[src/rtl/mrcs_pkg.sv]
// Shared constants, command codes and pattern tables for the modem response block.
package mrcs_pkg;

   // Longest line that is still tracked; further characters are dropped.
   localparam logic [7:0] LINE_SIZE = 8'd128;

   // Reset value of the connect timeout register, in frame ticks.
   localparam logic [15:0] CONNECT_TIMEOUT_RESET = 16'd1500;

   // Command codes carried by an input item.
   localparam logic [2:0] CMD_RX_BYTE = 3'd0;
   localparam logic [2:0] CMD_TICK    = 3'd1;
   localparam logic [2:0] CMD_PLACE   = 3'd2;
   localparam logic [2:0] CMD_ANSWER  = 3'd3;
   localparam logic [2:0] CMD_HANGUP  = 3'd4;
   localparam logic [2:0] CMD_MUTE    = 3'd5;
   localparam logic [2:0] CMD_CLEAR   = 3'd6;

   // Line classes reported with a finished line.
   localparam logic [1:0] KIND_OTHER = 2'd0;
   localparam logic [1:0] KIND_OK    = 2'd1;
   localparam logic [1:0] KIND_ERROR = 2'd2;
   localparam logic [1:0] KIND_CMGL  = 2'd3;

   // Bit positions in the set of patterns that can still match.
   localparam int unsigned M_CMGL  = 0;
   localparam int unsigned M_OK    = 1;
   localparam int unsigned M_ERROR = 2;

   // Line terminators.
   localparam logic [7:0] CHAR_CR = 8'h0D;
   localparam logic [7:0] CHAR_LF = 8'h0A;

   // Character of "+CMGL" at a position below five.
   function automatic logic [7:0] cmgl_char(input logic [2:0] pos);
      logic [7:0] ch;
      unique case (pos)
         3'd0: ch = 8'h2B;
         3'd1: ch = 8'h43;
         3'd2: ch = 8'h4D;
         3'd3: ch = 8'h47;
         3'd4: ch = 8'h4C;
         default: ch = 8'h00;
      endcase
      return ch;
   endfunction

   // Character of "ERROR" at a position below five.
   function automatic logic [7:0] error_char(input logic [2:0] pos);
      logic [7:0] ch;
      unique case (pos)
         3'd0: ch = 8'h45;
         3'd1: ch = 8'h52;
         3'd2: ch = 8'h52;
         3'd3: ch = 8'h4F;
         3'd4: ch = 8'h52;
         default: ch = 8'h00;
      endcase
      return ch;
   endfunction

   // Character of "OK" at a position below two.
   function automatic logic [7:0] ok_char(input logic pos);
      return pos ? 8'h4B : 8'h4F;
   endfunction

endpackage

[src/rtl/mrcs_channels.sv]
// Valid/ready channel interfaces for request and response items.
interface mrcs_req_if;
   logic       valid;
   logic       ready;
   logic [2:0] cmd;
   logic [7:0] rx_byte;

   modport source (output valid, output cmd, output rx_byte, input ready);
   modport sink (input valid, input cmd, input rx_byte, output ready);
endinterface

interface mrcs_rsp_if;
   logic        valid;
   logic        ready;
   logic        line_done;
   logic [1:0]  line_kind;
   logic [15:0] entry_count;
   logic        ok_seen;
   logic        error_seen;
   logic [1:0]  call_phase;
   logic        mute_on;
   logic        timed_out;

   modport source (output valid, output line_done, output line_kind, output entry_count,
                   output ok_seen, output error_seen, output call_phase, output mute_on,
                   output timed_out, input ready);
   modport sink (input valid, input line_done, input line_kind, input entry_count,
                 input ok_seen, input error_seen, input call_phase, input mute_on,
                 input timed_out, output ready);
endinterface

[src/rtl/modem_response_and_call_state.sv]
// Modem response line classifier and call state machine, top level.
// Every request item produces exactly one response item, registered in the cycle after it is
// accepted, and one item can be accepted in every clock cycle: the block is
// ready whenever its response register is empty or is being taken in the same
// cycle, so throughput is set only by the response register. Received bytes
// are matched against "+CMGL", "OK" and "ERROR" on the fly, one character per
// item, so no line buffer is kept. The connect timeout register may only be
// written while no item is in flight.
module modem_response_and_call_state (
   input  logic              clock,
   input  logic              reset,
   input  logic              csr_wr_en,
   input  logic [15:0]       csr_wr_data,
   mrcs_req_if.sink          req_ch,
   mrcs_rsp_if.source        rsp_ch
);

   typedef enum logic [1:0] {
      PH_DISCONNECTED = 2'd0,
      PH_CONNECTING   = 2'd1,
      PH_RINGING      = 2'd2,
      PH_CONNECTED    = 2'd3
   } phase_type;

   // Configuration and state registers.
   logic [15:0] timeout_cfg_ff;
   logic [7:0]  line_count_ff, line_count_in;
   logic        line_restart_ff, line_restart_in;
   logic [2:0]  match_flags_ff, match_flags_in;
   logic        zero_seen_ff, zero_seen_in;
   logic [15:0] entry_total_ff, entry_total_in;
   logic        ok_flag_ff, ok_flag_in;
   logic        error_flag_ff, error_flag_in;
   logic [15:0] tick_count_ff, tick_count_in;
   logic [15:0] deadline_ff, deadline_in;
   phase_type   phase_ff, phase_in;
   logic        mute_ff, mute_in;

   // Response register.
   logic        rsp_valid_ff;
   logic        line_done_ff, line_done_in;
   logic [1:0]  line_kind_ff, line_kind_in;
   logic        timed_out_ff, timed_out_in;

   // Line tracking working values.
   logic [7:0]  base_count;
   logic [2:0]  base_flags;
   logic        base_zero;
   logic [2:0]  fin_flags;
   logic [15:0] tick_sum;
   logic        accept;

   assign req_ch.ready = !rsp_valid_ff || rsp_ch.ready;
   assign accept       = req_ch.valid && req_ch.ready;
   assign tick_sum     = tick_count_ff + 16'd1;

   // Next state and result for the item at the input.
   always_comb begin
      line_count_in   = line_count_ff;
      line_restart_in = line_restart_ff;
      match_flags_in  = match_flags_ff;
      zero_seen_in    = zero_seen_ff;
      entry_total_in  = entry_total_ff;
      ok_flag_in      = ok_flag_ff;
      error_flag_in   = error_flag_ff;
      tick_count_in   = tick_count_ff;
      deadline_in     = deadline_ff;
      phase_in        = phase_ff;
      mute_in         = mute_ff;
      line_done_in    = 1'b0;
      line_kind_in    = mrcs_pkg::KIND_OTHER;
      timed_out_in    = 1'b0;

      // A byte after a finished line starts a fresh line first.
      base_count = line_restart_ff ? 8'd0 : line_count_ff;
      base_flags = line_restart_ff ? 3'b111 : match_flags_ff;
      base_zero  = line_restart_ff ? 1'b0 : zero_seen_ff;

      // Length check applied when a line ends without a zero byte.
      fin_flags = base_flags;
      if (!base_zero) begin
         if (base_count < 8'd5) fin_flags[mrcs_pkg::M_CMGL] = 1'b0;
         if (base_count != 8'd2) fin_flags[mrcs_pkg::M_OK] = 1'b0;
         if (base_count != 8'd5) fin_flags[mrcs_pkg::M_ERROR] = 1'b0;
      end

      unique case (req_ch.cmd)
         mrcs_pkg::CMD_RX_BYTE: begin
            line_count_in   = base_count;
            match_flags_in  = base_flags;
            zero_seen_in    = base_zero;
            line_restart_in = 1'b0;
            if (req_ch.rx_byte == mrcs_pkg::CHAR_CR || req_ch.rx_byte == mrcs_pkg::CHAR_LF) begin
               // End of line: class it unless it is empty.
               if (base_count != 8'd0) begin
                  line_done_in    = 1'b1;
                  line_restart_in = 1'b1;
                  match_flags_in  = fin_flags;
                  priority if (fin_flags[mrcs_pkg::M_CMGL]) begin
                     entry_total_in = entry_total_ff + 16'd1;
                     line_kind_in   = mrcs_pkg::KIND_CMGL;
                  end else if (fin_flags[mrcs_pkg::M_OK]) begin
                     ok_flag_in   = 1'b1;
                     line_kind_in = mrcs_pkg::KIND_OK;
                  end else if (fin_flags[mrcs_pkg::M_ERROR]) begin
                     error_flag_in = 1'b1;
                     line_kind_in  = mrcs_pkg::KIND_ERROR;
                  end else begin
                     line_kind_in = mrcs_pkg::KIND_OTHER;
                  end
               end
            end else if (base_count < mrcs_pkg::LINE_SIZE) begin
               // Ordinary character: narrow down the patterns still possible.
               line_count_in = base_count + 8'd1;
               if (!base_zero) begin
                  if (req_ch.rx_byte == 8'h00) begin
                     zero_seen_in = 1'b1;
                     if (base_count < 8'd5) match_flags_in[mrcs_pkg::M_CMGL] = 1'b0;
                     if (base_count != 8'd2) match_flags_in[mrcs_pkg::M_OK] = 1'b0;
                     if (base_count != 8'd5) match_flags_in[mrcs_pkg::M_ERROR] = 1'b0;
                  end else begin
                     if (base_count < 8'd5 &&
                         req_ch.rx_byte != mrcs_pkg::cmgl_char(base_count[2:0]))
                        match_flags_in[mrcs_pkg::M_CMGL] = 1'b0;
                     if (base_count >= 8'd2 ||
                         req_ch.rx_byte != mrcs_pkg::ok_char(base_count[0]))
                        match_flags_in[mrcs_pkg::M_OK] = 1'b0;
                     if (base_count >= 8'd5 ||
                         req_ch.rx_byte != mrcs_pkg::error_char(base_count[2:0]))
                        match_flags_in[mrcs_pkg::M_ERROR] = 1'b0;
                  end
               end
            end
         end
         mrcs_pkg::CMD_TICK: begin
            // Frame tick: advance the counter and check the armed deadline.
            tick_count_in = tick_sum;
            if (deadline_ff != 16'd0 && tick_sum >= deadline_ff) begin
               deadline_in  = 16'd0;
               timed_out_in = 1'b1;
               if (phase_ff == PH_CONNECTING || phase_ff == PH_RINGING) begin
                  phase_in = PH_DISCONNECTED;
                  mute_in  = 1'b0;
               end
            end
         end
         mrcs_pkg::CMD_PLACE: begin
            phase_in      = PH_CONNECTING;
            tick_count_in = 16'd0;
            deadline_in   = timeout_cfg_ff;
         end
         mrcs_pkg::CMD_ANSWER: begin
            if (phase_ff == PH_RINGING) begin
               phase_in    = PH_CONNECTED;
               deadline_in = 16'd0;
            end
         end
         mrcs_pkg::CMD_HANGUP: begin
            if (phase_ff != PH_DISCONNECTED) begin
               phase_in    = PH_DISCONNECTED;
               deadline_in = 16'd0;
               mute_in     = 1'b0;
            end
         end
         mrcs_pkg::CMD_MUTE: begin
            mute_in = !mute_ff;
         end
         mrcs_pkg::CMD_CLEAR: begin
            ok_flag_in     = 1'b0;
            error_flag_in  = 1'b0;
            entry_total_in = 16'd0;
         end
         default: begin
         end
      endcase
   end

   // State, configuration and response valid.
   always_ff @(posedge clock) begin
      if (reset) begin
         timeout_cfg_ff  <= mrcs_pkg::CONNECT_TIMEOUT_RESET;
         line_count_ff   <= 8'd0;
         line_restart_ff <= 1'b0;
         match_flags_ff  <= 3'b111;
         zero_seen_ff    <= 1'b0;
         entry_total_ff  <= 16'd0;
         ok_flag_ff      <= 1'b0;
         error_flag_ff   <= 1'b0;
         tick_count_ff   <= 16'd0;
         deadline_ff     <= 16'd0;
         phase_ff        <= PH_DISCONNECTED;
         mute_ff         <= 1'b0;
         rsp_valid_ff    <= 1'b0;
      end else begin
         if (csr_wr_en) begin
            timeout_cfg_ff <= csr_wr_data;
         end
         if (accept) begin
            line_count_ff   <= line_count_in;
            line_restart_ff <= line_restart_in;
            match_flags_ff  <= match_flags_in;
            zero_seen_ff    <= zero_seen_in;
            entry_total_ff  <= entry_total_in;
            ok_flag_ff      <= ok_flag_in;
            error_flag_ff   <= error_flag_in;
            tick_count_ff   <= tick_count_in;
            deadline_ff     <= deadline_in;
            phase_ff        <= phase_in;
            mute_ff         <= mute_in;
            rsp_valid_ff    <= 1'b1;
         end else if (rsp_ch.ready) begin
            rsp_valid_ff <= 1'b0;
         end
      end
   end

   // Per-item result fields; status fields are read from the state registers.
   always_ff @(posedge clock) begin
      if (accept) begin
         line_done_ff <= line_done_in;
         line_kind_ff <= line_kind_in;
         timed_out_ff <= timed_out_in;
      end
   end

   assign rsp_ch.valid       = rsp_valid_ff;
   assign rsp_ch.line_done   = line_done_ff;
   assign rsp_ch.line_kind   = line_kind_ff;
   assign rsp_ch.entry_count = entry_total_ff;
   assign rsp_ch.ok_seen     = ok_flag_ff;
   assign rsp_ch.error_seen  = error_flag_ff;
   assign rsp_ch.call_phase  = phase_ff;
   assign rsp_ch.mute_on     = mute_ff;
   assign rsp_ch.timed_out   = timed_out_ff;

   // A line is only marked for restart after it held at least one character.
   a_restart_nonempty: assert property (@(posedge clock) disable iff (reset)
      line_restart_ff |-> line_count_ff != 8'd0)
      else $error("line restart pending on an empty line");

   // A zero byte is always counted as a character of the line.
   a_zero_nonempty: assert property (@(posedge clock) disable iff (reset)
      zero_seen_ff |-> line_count_ff != 8'd0)
      else $error("zero byte flagged on an empty line");

   // A reported timeout has disarmed the deadline.
   a_timeout_disarms: assert property (@(posedge clock) disable iff (reset)
      rsp_valid_ff && timed_out_ff |-> deadline_ff == 16'd0)
      else $error("deadline still armed after timeout");

   // Placing a call always enters connecting with a fresh tick count.
   a_place_connects: assert property (@(posedge clock) disable iff (reset)
      accept && req_ch.cmd == mrcs_pkg::CMD_PLACE
      |=> phase_ff == PH_CONNECTING && tick_count_ff == 16'd0)
      else $error("place call did not enter connecting");

   // Only a finished line carries a class other than other.
   a_kind_needs_done: assert property (@(posedge clock) disable iff (reset)
      accept && !line_done_in |=> line_kind_ff == mrcs_pkg::KIND_OTHER)
      else $error("line class reported without a finished line");

endmodule

[src/flat_wrapper.sv]
// flat-port wrapper written by rule: the top's interface ports become plain ports
module modem_response_and_call_state_flat 
  (clock, reset, csr_wr_en, csr_wr_data, req_ch_valid, req_ch_cmd, req_ch_rx_byte, req_ch_ready, rsp_ch_valid, rsp_ch_line_done, rsp_ch_line_kind, rsp_ch_entry_count, rsp_ch_ok_seen, rsp_ch_error_seen, rsp_ch_call_phase, rsp_ch_mute_on, rsp_ch_timed_out, rsp_ch_ready);
  mrcs_req_if req_ch_i ();
  mrcs_rsp_if rsp_ch_i ();
  input  logic clock;
  input  logic reset;
  input  logic csr_wr_en;
  input  logic [15:0] csr_wr_data;
  input wire logic [$bits(req_ch_i.valid)-1:0] req_ch_valid;
  input wire logic [$bits(req_ch_i.cmd)-1:0] req_ch_cmd;
  input wire logic [$bits(req_ch_i.rx_byte)-1:0] req_ch_rx_byte;
  output wire logic [$bits(req_ch_i.ready)-1:0] req_ch_ready;
  output wire logic [$bits(rsp_ch_i.valid)-1:0] rsp_ch_valid;
  output wire logic [$bits(rsp_ch_i.line_done)-1:0] rsp_ch_line_done;
  output wire logic [$bits(rsp_ch_i.line_kind)-1:0] rsp_ch_line_kind;
  output wire logic [$bits(rsp_ch_i.entry_count)-1:0] rsp_ch_entry_count;
  output wire logic [$bits(rsp_ch_i.ok_seen)-1:0] rsp_ch_ok_seen;
  output wire logic [$bits(rsp_ch_i.error_seen)-1:0] rsp_ch_error_seen;
  output wire logic [$bits(rsp_ch_i.call_phase)-1:0] rsp_ch_call_phase;
  output wire logic [$bits(rsp_ch_i.mute_on)-1:0] rsp_ch_mute_on;
  output wire logic [$bits(rsp_ch_i.timed_out)-1:0] rsp_ch_timed_out;
  input wire logic [$bits(rsp_ch_i.ready)-1:0] rsp_ch_ready;
  assign req_ch_i.valid = req_ch_valid;
  assign req_ch_i.cmd = req_ch_cmd;
  assign req_ch_i.rx_byte = req_ch_rx_byte;
  assign req_ch_ready = req_ch_i.ready;
  assign rsp_ch_valid = rsp_ch_i.valid;
  assign rsp_ch_line_done = rsp_ch_i.line_done;
  assign rsp_ch_line_kind = rsp_ch_i.line_kind;
  assign rsp_ch_entry_count = rsp_ch_i.entry_count;
  assign rsp_ch_ok_seen = rsp_ch_i.ok_seen;
  assign rsp_ch_error_seen = rsp_ch_i.error_seen;
  assign rsp_ch_call_phase = rsp_ch_i.call_phase;
  assign rsp_ch_mute_on = rsp_ch_i.mute_on;
  assign rsp_ch_timed_out = rsp_ch_i.timed_out;
  assign rsp_ch_i.ready = rsp_ch_ready;
  modem_response_and_call_state u_core (.clock(clock), .reset(reset), .csr_wr_en(csr_wr_en), .csr_wr_data(csr_wr_data), .req_ch(req_ch_i), .rsp_ch(rsp_ch_i));
endmodule
[config.mk]
export PLATFORM = sky130hd
export DESIGN_NAME = modem_response_and_call_state_flat
export DESIGN_NICKNAME = d
export VERILOG_FILES = /design/src/rtl/mrcs_pkg.sv /design/src/rtl/mrcs_channels.sv /design/src/rtl/modem_response_and_call_state.sv /design/src/flat_wrapper.sv
export SDC_FILE = /design/constraint.sdc
export NUM_CORES = 1
export LEC_CHECK = 0
export ABC_AREA = 1
export BUFFER_PORTS_ARGS = -buffer_cell sky130_fd_sc_hd__buf_2
export CAP_MARGIN = 10
export CORE_MARGIN = 2
export CORE_UTILIZATION = 45
export DETAILED_ROUTE_END_ITERATION = 6
export PLACE_DENSITY = 0.62
export SYNTH_ARGS = -nofsm -noshare
export SYNTH_HDL_FRONTEND = slang
export SYNTH_SLANG_ARGS = --single-unit
[constraint.sdc]
create_clock -name clock -period 7.72 [get_ports clock]
set_input_delay 1.544 -clock clock [delete_from_list [all_inputs] [get_ports clock]]
set_output_delay 1.544 -clock clock [all_outputs]
set_load 0.05 [all_outputs]
; ---- Word-level counts from Yosys, hierarchy flattened
; Cells that the tools add are included.
[totals]
n_memories = 0
register_bits = 87
latch_bits = 0
mem_bits_ro = 0
ram_bits = 0
[classes]
n_div = 0
addsub = 3
muxes = 71
shift = 0
n_mul = 0
n_reduce_logical = 31
n_eq_ne = 30
bitwise = 0
n_lt_le_gt_ge = 5
[op_table]
columns = cell, count
row1 = 8-bit two-way mux, 13
row2 = 16-bit two-way mux, 6
row3 = 16-bit case mux with 2 select lines, 2
row4 = 16-bit case mux with 4 select lines, 1
row5 = 7-bit case mux with 5 select lines, 1
row6 = 16-bit by 1-bit adder with 16-bit output (second input constant), 2
row7 = 1-bit two-way mux, 28
row8 = 3-bit two-way mux, 8
row9 = 8-bit != test, 3
row10 = 7-bit case mux with 3 select lines, 1
row11 = 2-bit by 1-bit != test with 1-bit output (second input constant), 9
row12 = 8-bit by 4-bit equality test with 1-bit output (second input constant), 2
row13 = 16-bit greater-or-equal comparator, 1
row14 = 16-bit nonzero test, 1
row15 = 5-bit AND reduction, 3
row16 = 2-bit two-way mux, 7
row17 = 3-bit by 2-bit equality test with 1-bit output (second input constant), 4
row18 = 3-bit equality test (second input constant), 4
row19 = 6-bit AND reduction, 2
row20 = 8-bit by 1-bit adder with 8-bit output (second input constant), 1
row21 = 8-bit by 2-bit greater-or-equal comparator with 1-bit output (second input constant), 1
row22 = 8-bit by 3-bit greater-or-equal comparator with 1-bit output (second input constant), 1
row23 = 8-bit zero test, 1
row24 = 8-bit by 3-bit < comparator with 1-bit output (second input constant), 1
row25 = 22 further kinds, 37

; ---- Depth between registers and ports, before layout
; Gate-level depths: netlist (run 1).
[depth]
depth_word = 16
mapped_depth = 24

; ---- Worst setup path before layout (run 1)
; OpenSTA, ideal clock, no wires.
[synth_path]
path_kind = input port to output port
startpoint = input port rsp_ch_ready
endpoint = output port req_ch_ready
cell_stages = 2
setup_slack_ns = 4.237
arrival_time_ns = 1.939
cell_sequence = inv_1 -> nand2_1
[synth_via]
elab_chain_cells = 1
[synth_lines]
columns = element, line
row1 = "start, declared", flat_wrapper.sv:23  ; input wire logic [$bits(rsp_ch_i.ready)-1:0] rsp_ch_ready;
row2 = 1-bit logical OR, modem_response_and_call_state.sv:53  ; assign req_ch.ready = !rsp_valid_ff || rsp_ch.ready;
row3 = "end, declared", flat_wrapper.sv:13  ; output wire logic [$bits(req_ch_i.ready)-1:0] req_ch_ready;
; Every way passes these cells.

; ---- Worst setup path after layout (run 1)
[layout_path]
startpoint = register u_core.tick_count_ff[0]
endpoint = register u_core.deadline_ff[10]
[layout_via]
elab_chain_cells = 5
[layout_lines]
columns = element, line
row1 = "start, declared", modem_response_and_call_state.sv:34  ; logic [15:0] tick_count_ff, tick_count_in;
row2 = "start signal, assigned", modem_response_and_call_state.sv:206  ; tick_count_ff <= tick_count_in;
row3 = 16-bit by 1-bit adder with 16-bit output, modem_response_and_call_state.sv:55  ; assign tick_sum = tick_count_ff + 16'd1;
row4 = 16-bit greater-or-equal comparator, modem_response_and_call_state.sv:138  ; if (deadline_ff != 16'd0 && tick_sum >= deadline_ff) begin
row5 = 1-bit logical AND, modem_response_and_call_state.sv:138
row6 = 2-bit by 1-bit != test with 1-bit output (no line), -
row7 = 5-bit AND reduction (no line), -
row8 = "end signal, assigned", modem_response_and_call_state.sv:207  ; deadline_ff <= deadline_in;
row9 = "end, declared", modem_response_and_call_state.sv:35  ; logic [15:0] deadline_ff, deadline_in;
; Every way passes these cells.
; A chain may end at the register's enable or synchronous reset.

==> flow_summary.toml, run 1 <==
[yosys]
yosys.area_share.simple_pct = 30.06
syn_area_sq_um = 5186
syn_inst = 768
synthTopCellsByCount = "nand2_1, inv_1, nor2_1, dfxtp_1, a21oi_1"
synth_top_cell_by_area = "dfxtp_1"
syn_nets = 821
synth_xor_area_share_pct = 5.066
synth-seq-area-share_pct = 34.35
synth_ff_type = "dfxtp_1"
synth_edf_count = 4
ys_types = 47
netlist_top_cells_area = "dfxtp_1, nand2_1, inv_1"
synth-compound-area-share_pct = 15.27
synth_adder_area_share_pct = 5.066
synth.most_common_cell = "nand2_1"
muxShareOfSynthArea_pct = 0
synthDominantCellAreaShare_pct = 32.04
yosysWarnings = 0
synth-seq-cells = 87
async_flop_share_pct = 0
avgSynthCellArea_sq_um = 6.753
synth_top_family_by_area = "simple AND/OR/NAND/NOR gates"

[finish]
fillers = 1127
finalNonFillerCells = 964
drive_gt1_share_pct = 12.91
antenna_cells = 0
seqCellArea_sq_um = 1782
fin_nets = 869
multiInputGateArea_sq_um = 2877
area_delta_synth_final_pct = 11.97

[sta]
timing.final.ws_setup_ns = 3.689
rsz0062_at_grt = "false"
slew_viol_final = 0
slew_headroom_pct = 33.67
setup_viol = 0
hold_viol_final = 0
setup_tns_ns = 0
finalCriticalPeriod_ns = 4.031
fin_hold_ws_ns = 0.4609
clock-skew-final_ns = 0.004486
fin_crit_sh_pct = 52.21
fmax_mhz = 248.1
tightestPinTransition_ns = 0.9912

[setup_path]
crit_path_start_kind = "register"
path_class = "register to register"
cp.required_ns = 7.93
crit_path_max_fanout = 31
critPathArrivalTime_ns = 4.24
endpoint_kind = "register"

[floorplanning]
die_width_microns = 111.4
row_count = 39
start_util_pct = 45.81
io_pins = 59
die_y_microns = 111.4
core_area_sq_um = 11320
dieArea_sq_um = 12400

[detailed_routing]
drt_iter0_drc = 303
routed_wirelength_mm = 12.38
via_per_inst = 5.143
vias = 4958
ant_nets = 0
drc = 0
drt-pass1-iter-count = 5
avgRoutedWirePerCell_microns = 12.84

[cts]
ctsHoldBuffers = 0
clockBufferDepth = 2
cts_resized = 0
cts_buffers = 9
cts_tree = "yes"
post-cts-setup-buffer-count = 0
clkSinkCount = 87
clk_pin_slew_ns = 0.06
cts_max_level = 3
root_buffer = "clkbuf_16"
insertion_delay_ns = 0.35

[run_status]
status = "complete, no violations"

[pwr]
p_leak_nw = 2.645
p_per_area_nw_per_um2 = 172.5
ir_drop_v = 0.0001327

[global_routing]
grt_max_degree = 60
grt_pass1_wl_mm = 21.03
track_usage_pct = 20.49
grt_pass1_vias = 4621
grt-ovfl-total = 0
grt_antenna_before_repair = 0

[placement]
dpl.cell_count = 948
dp_slack_ns = 3.720
place_hpwl_mm = 9.163
place_congestion = 0.8935
port_buffers = 58

[flow_run]
drv_cap = 0

[worst_hold_path]
min_path_type = "register to register"
## through the flow
stage	cell area, sq um	util (%)	power (mW)
after floorplan	5186	-	0.5838
after global placement	5548	49.01	0.6151
after detailed placement	5548	49.01	0.6185
after CTS	5807	51.29	1.009
after global routing	5807	51.29	1.049
final	5807	51.29	1.002
## flip-flops by register name, summed over array words and instances (netlist names), 2 cells and up
| name | flops |
|---|---|
| u_core.deadline_ff | 16 |
| u_core.tick_count_ff | 16 |
| u_core.rsp_ch.call_phase | 2 |
| u_core.line_count_ff | 8 |
| u_core.match_flags_ff | 3 |
| u_core.rsp_ch.entry_count | 16 |
| u_core.timeout_cfg_ff | 16 |
| u_core.rsp_ch.line_kind | 2 |
## where the power goes
part / total [mW] / internal, mW / switching, mW
registers: 0.478 / 0.469 / 0.00887
logic: 0.131 / 0.0411 / 0.0897
clock network: 0.393 / 0.217 / 0.176
## placed cells by master, fill, tap and decap left out, types with 8 or more instances in the layout
| cell | instances |
|---|---|
| nand2_1 | 168 |
| dfxtp_1 | 83 |
| nand3_1 | 35 |
| buf_2 | 58 |
| nor4_1 | 11 |
| xnor2_1 | 8 |
| nand4_1 | 9 |
| a21oi_1 | 73 |
| xor2_1 | 22 |
| inv_1 | 101 |
| ha_1 | 21 |
| nor2_1 | 99 |
| nor3_1 | 9 |
| clkbuf_16 | 9 |
| o21ai_0 | 51 |
## cells by family (layout without fill, tap and decap cells)
kind of cell               count (synthesis)  after routing
DFF                                       87             87
adders and majority gates                 21             21
xor gates and xnor gates                  30             30
buffers and inverters                    130            183
and+or+nand+nor                          355            355
AOI/OAI and AO/OA                        145            145
## area by class of cell
cell class,count,share of cell area (%)
clock inverters,4,0.3878
inverters,108,7.111
repair buffers,59,5.128
well taps,143,3.081
flip-flops and latches,87,30.68
clock buffers,12,4.072
multi-input cells,551,49.54
## path summary, 6_finish.rpt
kind	from	endpoint	slack, ns	cells after the start
worst max-delay path	u_core.tick_count_ff[0]	u_core.deadline_ff[10]	3.69	20
worst min-delay path	u_core.timeout_cfg_ff[8]	u_core.timeout_cfg_ff[8]	0.46	2
worst max register to register	u_core.tick_count_ff[0]	u_core.deadline_ff[10]	3.69	20
worst min register to register	u_core.timeout_cfg_ff[8]	u_core.timeout_cfg_ff[8]	0.46	2
## critical path, cell delays in order (launching register included)
cell and delay (ns):
dfxtp_1 0.39, ha_1 0.21, nand2_1 0.07, nor2_2 0.15
nand4_1 0.15, or2_1 0.27, nor2_1 0.17, inv_1 0.09
o21a_1 0.18, nor2_1 0.09, inv_1 0.06, ha_1 0.26
nand3_1 0.09, nor2_1 0.15, nand3_1 0.09, nand3_1 0.08
nand2_1 0.07, nand2_1 0.13, nand3_1 0.65, o21ai_0 0.47
nor2_1 0.07
## layer usage
| layer | track usage (%) | vias to the layer above | share of wire [%] |
|---|---|---|---|
| met5 | 0 | - | 0 |
| met3 | 4.627 | 19 | 3.3 |
| met1 | 24.83 | 2280 | 46 |
| met2 | 35.85 | 78 | 49 |
| li1 | - | 2581 | - |
| met4 | 7.160 | 0 | 1.9 |
No activity file was read; power rests on OpenSTA's default activity.
==> run 2: changes to the inputs <==
==> constraint.sdc (replaced) <==
create_clock -name clock -period 4.05 [get_ports clock]
set_input_delay 0.81 -clock clock [delete_from_list [all_inputs] [get_ports clock]]
set_output_delay 0.81 -clock clock [all_outputs]
set_load 0.05 [all_outputs]
==> run 2 against run 1 <==
  * Combinational power increased by 90%
  * Sequential power grew 91%
  * Fmax increased by 18%
  * Total power is 120% higher
  * Worst hold slack better by 0.0022 ns
  * Clock power grew to 2.5 times the previous value
  * Critical path type unchanged
  * Highest routed layer unchanged
==> flow_summary.toml, run 2 (synthesized netlist as in run 1, its figures left out) <==
[sta]
rsz0062_at_grt = "false"
setup_viol = 0
tightestPinTransition_ns = 1.082
slew_headroom_pct = 27.60
fin_crit_sh_pct = 84.36
fmax_mhz = 292.7
timing.final.ws_setup_ns = 0.6333
setup_tns_ns = 0
slew_viol_final = 0
finalCriticalPeriod_ns = 3.417
clock-skew-final_ns = 0.007016
hold_viol_final = 0

[detailed_routing]
drt_iter0_drc = 273
drc = 0
avgRoutedWirePerCell_microns = 12.79
top_layer = "met4"
routed_wirelength_mm = 12.34
routedLengthMet1_mm = 5.568
vias = 4938
ant_nets = 0
drt-pass1-iter-count = 5
wl_met2_mm = 6.047
via_per_inst = 5.117
wl_met3_microns = 458

[setup_path]
path_cells = "ha_1 -> nand2_1 -> nor2_2 -> nand4_1 -> or2_1 -> nor2_1 -> inv_1 -> o21a_1 -> nor2_1 -> inv_1 -> ha_1 -> nand3_1 -> nor2_1 -> nand3_1 -> nand3_1 -> nand2_1 -> nand2_1 -> nand3_1 -> buf_4 -> o21ai_0 -> nor2_1"
slowest_delay_ns = 0.39
cp.required_ns = 4.26
crit_path_max_fanout = 31
critPathArrivalTime_ns = 3.62
crit_path_start_kind = "register"
cp_slowest_cell = "dfxtp_1"
path_class = "register to register"
endpoint_kind = "register"

[pwr]
ir_drop_v = 0.0002296
p_per_area_nw_per_um2 = 365.1
p_leak_nw = 2.702

[cts]
cts_resized = 0
root_buffer = "clkbuf_16"
cts_buffers = 9
insertion_delay_ns = 0.35
cts_tree = "yes"
cts_max_level = 3
clkSinkCount = 87
clk_pin_slew_ns = 0.06
clockBufferDepth = 2
post-cts-setup-buffer-count = 0
ctsHoldBuffers = 0

[placement]
place_congestion = 0.8823
place_hpwl_mm = 9.213
dp_slack_ns = 0.6591
port_buffers = 58

[finish]
fillers = 1145
seqCellArea_sq_um = 1782
layout_common_cells = "nand2_1, inv_1, nor2_1"
fin_nets = 870
drive_gt1_share_pct = 13.38
area_delta_synth_final_pct = 14.16
final_common_cell = "nand2_1"
multiInputGateArea_sq_um = 2877
antenna_cells = 0

[floorplanning]
dieArea_sq_um = 12400
start_util_pct = 45.81
die_y_microns = 111.4
row_count = 39
io_pins = 59
core_area_sq_um = 11320
die_width_microns = 111.4

[global_routing]
track_usage_pct = 20.73
grt-ovfl-total = 0
grt_max_degree = 59
grt_pass1_wl_mm = 21.18
grt_antenna_before_repair = 0
grt_pass1_vias = 4685

[flow_run]
drv_cap = 0

[worst_hold_path]
min_path_type = "register to register"

[run_status]
status = "complete, no violations"
==> run 2: layout make-up <==
class | instances | share of cell area (%)
Inverter | 108 | 6.974
Clock inverter | 4 | 1.669
Sequential cell | 87 | 30.09
Multi-Input combinational cell | 551 | 48.58
Timing Repair Buffer | 60 | 5.156
Tap cell | 143 | 3.022
Clock buffer | 12 | 4.501
==> run 2: power breakdown <==
part	switching, mW	internal (mW)
logic	0.170	0.0786
registers	0.0169	0.895
clock network	0.346	0.655
==> run 2: layer usage <==
layer / vias up / global-route usage (%)
met2: 85 / 36.30
met3: 22 / 4.899
met1: 2259 / 25.06
met5: - / 0
li1: 2572 / -
met4: 0 / 6.996
==> run 2: worst max-delay path: cells and delay by family, from the launching register on <==
| kind | cells | cell delay [ns] |
|---|---|---|
| compound gates | 2 | 0.37 |
| flops | 1 | 0.39 |
| buf+inv | 3 | 0.37 |
| simple gates | 14 | 1.68 |
| fa+ha+maj | 2 | 0.46 |
==> run 2: worst paths after layout <==
check	startpoint	cells after the start	to	slack [ns]
setup / recovery	u_core.tick_count_ff[0]	21	u_core.deadline_ff[12]	0.63
setup reg to reg	u_core.tick_count_ff[0]	21	u_core.deadline_ff[12]	0.63
hold reg to reg	u_core.timeout_cfg_ff[15]	2	u_core.timeout_cfg_ff[15]	0.46
hold / removal	u_core.timeout_cfg_ff[15]	2	u_core.timeout_cfg_ff[15]	0.46
==> run 2: stage by stage <==
stage | cell area (sq um) | util [%] | hold WS, ns | power [mW] | instances
2_1_floorplan | 5186 | - | 0.4301 | 1.113 | 768
3_3_place_gp | 5555 | 49.07 | 0.4498 | 1.172 | 949
3_5_place_dp | 5555 | 49.07 | 0.4587 | 1.180 | 949
4_1_cts | 5921 | 52.30 | 0.4672 | 2.184 | 965
5_1_grt | 5921 | 52.30 | 0.4863 | 2.248 | 965
6_report | 5921 | 52.30 | 0.4631 | 2.162 | 965
==> run 3: changes to the inputs <==
--- a/config.mk
+++ b/config.mk
@@ -5,7 +5,7 @@
 export SDC_FILE = /design/constraint.sdc
 export NUM_CORES = 1
 export LEC_CHECK = 0
-export ABC_AREA = 1
+export ABC_AREA = 0
 export BUFFER_PORTS_ARGS = -buffer_cell sky130_fd_sc_hd__buf_2
 export CAP_MARGIN = 10
 export CORE_MARGIN = 2
==> constraint.sdc (replaced) <==
create_clock -name clock -period 3.5 [get_ports clock]
set_input_delay 0.7 -clock clock [delete_from_list [all_inputs] [get_ports clock]]
set_output_delay 0.7 -clock clock [all_outputs]
set_load 0.05 [all_outputs]
==> run 3 against run 2 <==
  * Non-clock buffer count increased by 10
  * Total power up 2.4%
  * Cell area down 1.9%
  * Clock skew up 0.0020 ns
  * Critical path depth down 7
  * Core utilization grew 0.56 points
  * Wire length shrank 2.2%
  * Sequential power up 13%
  * Combinational power is 21% lower
  * Worst hold slack got worse by 0.010 ns
  * Critical endpoint is now u_core.deadline_ff[9]
  * Largest cell class unchanged
  * Largest power group is now registers
==> flow_summary.toml, run 3 <==
[setup_path]
crit_path_max_fanout = 16
reg2reg_depth = 14
reg2reg_to = "u_core.deadline_ff[9]"
path_cells = "ha_1 -> nand3_1 -> nor2_1 -> and4_2 -> nand3_1 -> xnor2_1 -> ha_1 -> nand4_1 -> a21oi_1 -> nand2_1 -> o21a_2 -> or3_1 -> buf_12 -> mux2i_1"
cp-startpoint = "u_core.tick_count_ff[0]"
slowest_delay_ns = 0.43
endpoint_kind = "register"
path_buf_inv = 1
crit_path_start_kind = "register"
r2r_start = "u_core.tick_count_ff[0]"
path_depth = 14
critPathArrivalTime_ns = 3.42
cp_slowest_cell = "dfxtp_1"
cp_top_family = "simple AND/OR/NAND/NOR gates"
endpoint = "u_core.deadline_ff[9]"
r2r_slack_ns = 0.31
cp.required_ns = 3.73
path_class = "register to register"

[sta]
slew_viol_final = 0
finalCriticalPeriod_ns = 3.189
fmax_mhz = 313.5
tightestPinTransition_ns = 0.7390
clock-skew-final_ns = 0.008972
fin_crit_sh_pct = 91.12
hold_viol_final = 0
slew_headroom_pct = 50.32
rsz0062_at_grt = "false"
setup_tns_ns = 0
setup_viol = 0

[finish]
fin_nets = 715
antenna_cells = 0
drive_gt1_share_pct = 15.89
area_delta_synth_final_pct = 13.48
seqCellArea_sq_um = 1782
finalInstanceArea_sq_um = 5806
layout_common_cells = "dfxtp_1, nor2_1, buf_2"
multiInputGateArea_sq_um = 3030
final_common_cell = "dfxtp_1"
fillers = 1061

[worst_hold_path]
min_path_type = "register to register"
hp-start = "u_core.timeout_cfg_ff[6]"

[global_routing]
grt_pass1_vias = 4082
grt_use_met2_pct = 29.69
grt-busiest-layer = "met2"
grt-ovfl-total = 0
track_usage_pct = 19.74
grt_max_degree = 41
use_met3_pct = 5.324
grt_util_met1_pct = 28.15
grt_pass1_wl_mm = 20.20
grt_antenna_before_repair = 0

[pwr]
p_leak_nw = 2.415
p_total_mw = 2.213
p_per_area_nw_per_um2 = 381.1
ir_drop_v = 0.0003001

[placement]
placed_area_sq_um = 5494
port_buffers = 58
place_congestion = 0.8691
place_hpwl_mm = 8.771

[yosys]
synth-seq-cells = 87
netlist_top_cells_area = "dfxtp_1, mux2i_1, ha_1"
syn_nets = 670
ys_types = 70
synthTopCellsByCount = "dfxtp_1, nor2_1, nand2_1, a21oi_1, inv_1"
syn_inst = 617
synth.most_common_cell = "dfxtp_1"
avgSynthCellArea_sq_um = 8.292
synth_ff_type = "dfxtp_1"
syn_area_sq_um = 5116
synthDominantCellAreaShare_pct = 32.48
synth-seq-area-share_pct = 34.83
synth_edf_count = 4
yosysWarnings = 0
synth_top_cell_by_area = "dfxtp_1"
async_flop_share_pct = 0

[cts]
root_buffer = "clkbuf_16"
clockBufferDepth = 2
cts_tree = "yes"
ctsHoldBuffers = 0
cts_resized = 0
clkSinkCount = 87
post-cts-setup-buffer-count = 0
cts_max_level = 3
cts_buffers = 9
clk_pin_slew_ns = 0.07
insertion_delay_ns = 0.34

[detailed_routing]
drt_iter0_drc = 274
drc = 0
drt-pass1-iter-count = 5
vias = 4450
via_per_inst = 5.514
ant_nets = 0
avgRoutedWirePerCell_microns = 14.96
routed_wirelength_mm = 12.07

[floorplanning]
dieArea_sq_um = 12240
row_count = 38
io_pins = 59
die_y_microns = 110.6
core_area_sq_um = 10980
start_util_pct = 46.58
die_width_microns = 110.6

[run_status]
status = "complete, no violations"

[flow_run]
drv_cap = 0
==> run 3: changes by cell type in the layout (fill, tap and decap cells not counted), moves of 8 or more <==
cell      before  now
nor2b_1        0   11
o21ai_0       51   27
inv_1        101   30
nand2_1      168   55
nor2_1        99   69
mux2i_1        0   28
nand2b_1       0   22
buf_4          2   11
a22oi_1        0   11
a21oi_1       73   43
nand3_1       35   15
a211o_1        0    8
==> run 3: how the worst min path moves through the flow <==
| stage | to | slack [ns] | cells after the start |
|---|---|---|---|
| 2_1_floorplan | u_core.deadline_ff[10] | 0.43 | 2 |
| 3_3_place_gp | u_core.deadline_ff[3] | 0.45 | 2 |
| 3_5_place_dp | u_core.deadline_ff[3] | 0.44 | 2 |
| 4_1_cts | u_core.deadline_ff[7] | 0.45 | 2 |
| 5_1_grt | u_core.deadline_ff[3] | 0.48 | 2 |
| 6_report | u_core.deadline_ff[6] | 0.45 | 2 |
==> run 3: metal layers <==
metal / part of all wire, % / vias to the layer above
li1: - / 2281
met1: 52 / 2076
met2: 43 / 83
met3: 4.5 / 10
met4: 0.95 / 0
met5: 0 / -
==> run 3: metrics by stage <==
| step | setup WS [ns] | std cells | utilization [%] | hold WS, ns |
|---|---|---|---|---|
| 2_1_floorplan | 0.2554 | 617 | - | 0.4302 |
| 3_3_place_gp | 0.4110 | 791 | 50.02 | 0.4450 |
| 3_5_place_dp | 0.2477 | 791 | 50.02 | 0.4440 |
| 4_1_cts | 0.2070 | 807 | 52.84 | 0.4538 |
| 5_1_grt | 0.004817 | 807 | 52.86 | 0.4803 |
| 6_report | 0.3107 | 807 | 52.86 | 0.4529 |
==> run 3: logic make-up after synthesis <==
family | Yosys count | synth area share [%]
AND/OR/NAND/NOR | 246 | 25.19
buffers and inverters | 67 | 5.992
adder cells (fa/ha/maj) | 21 | 5.136
XOR/XNOR | 35 | 5.992
multiplexers | 28 | 5.478
flip-flops | 87 | 34.83
AO/OA/AOI/OAI | 133 | 17.39
==> run 3: worst register-to-register path, cell delays in order (launching register included) <==
cell and delay [ns]:
dfxtp_1 0.43, ha_1 0.22, nand3_1 0.15, nor2_1 0.16
and4_2 0.30, nand3_1 0.11, xnor2_1 0.17, ha_1 0.28
nand4_1 0.09, a21oi_1 0.16, nand2_1 0.07, o21a_2 0.23
or3_1 0.40, buf_12 0.18, mux2i_1 0.12
==> run 3: report_power, final <==
part	total (mW)	switching, mW	internal, mW
sequential	1.03	0.0127	1.02
clock	0.987	0.411	0.576
combinational	0.196	0.121	0.0747
==> run 3: final cells by class <==
type	instances	share of cell area [%]
Tap cell	140	3.017
Clock buffer	10	4.116
Inverter	31	2.004
Timing Repair Buffer	70	6.767
Clock inverter	6	1.207
Sequential cell	87	30.69
Multi-Input combinational cell	463	52.20
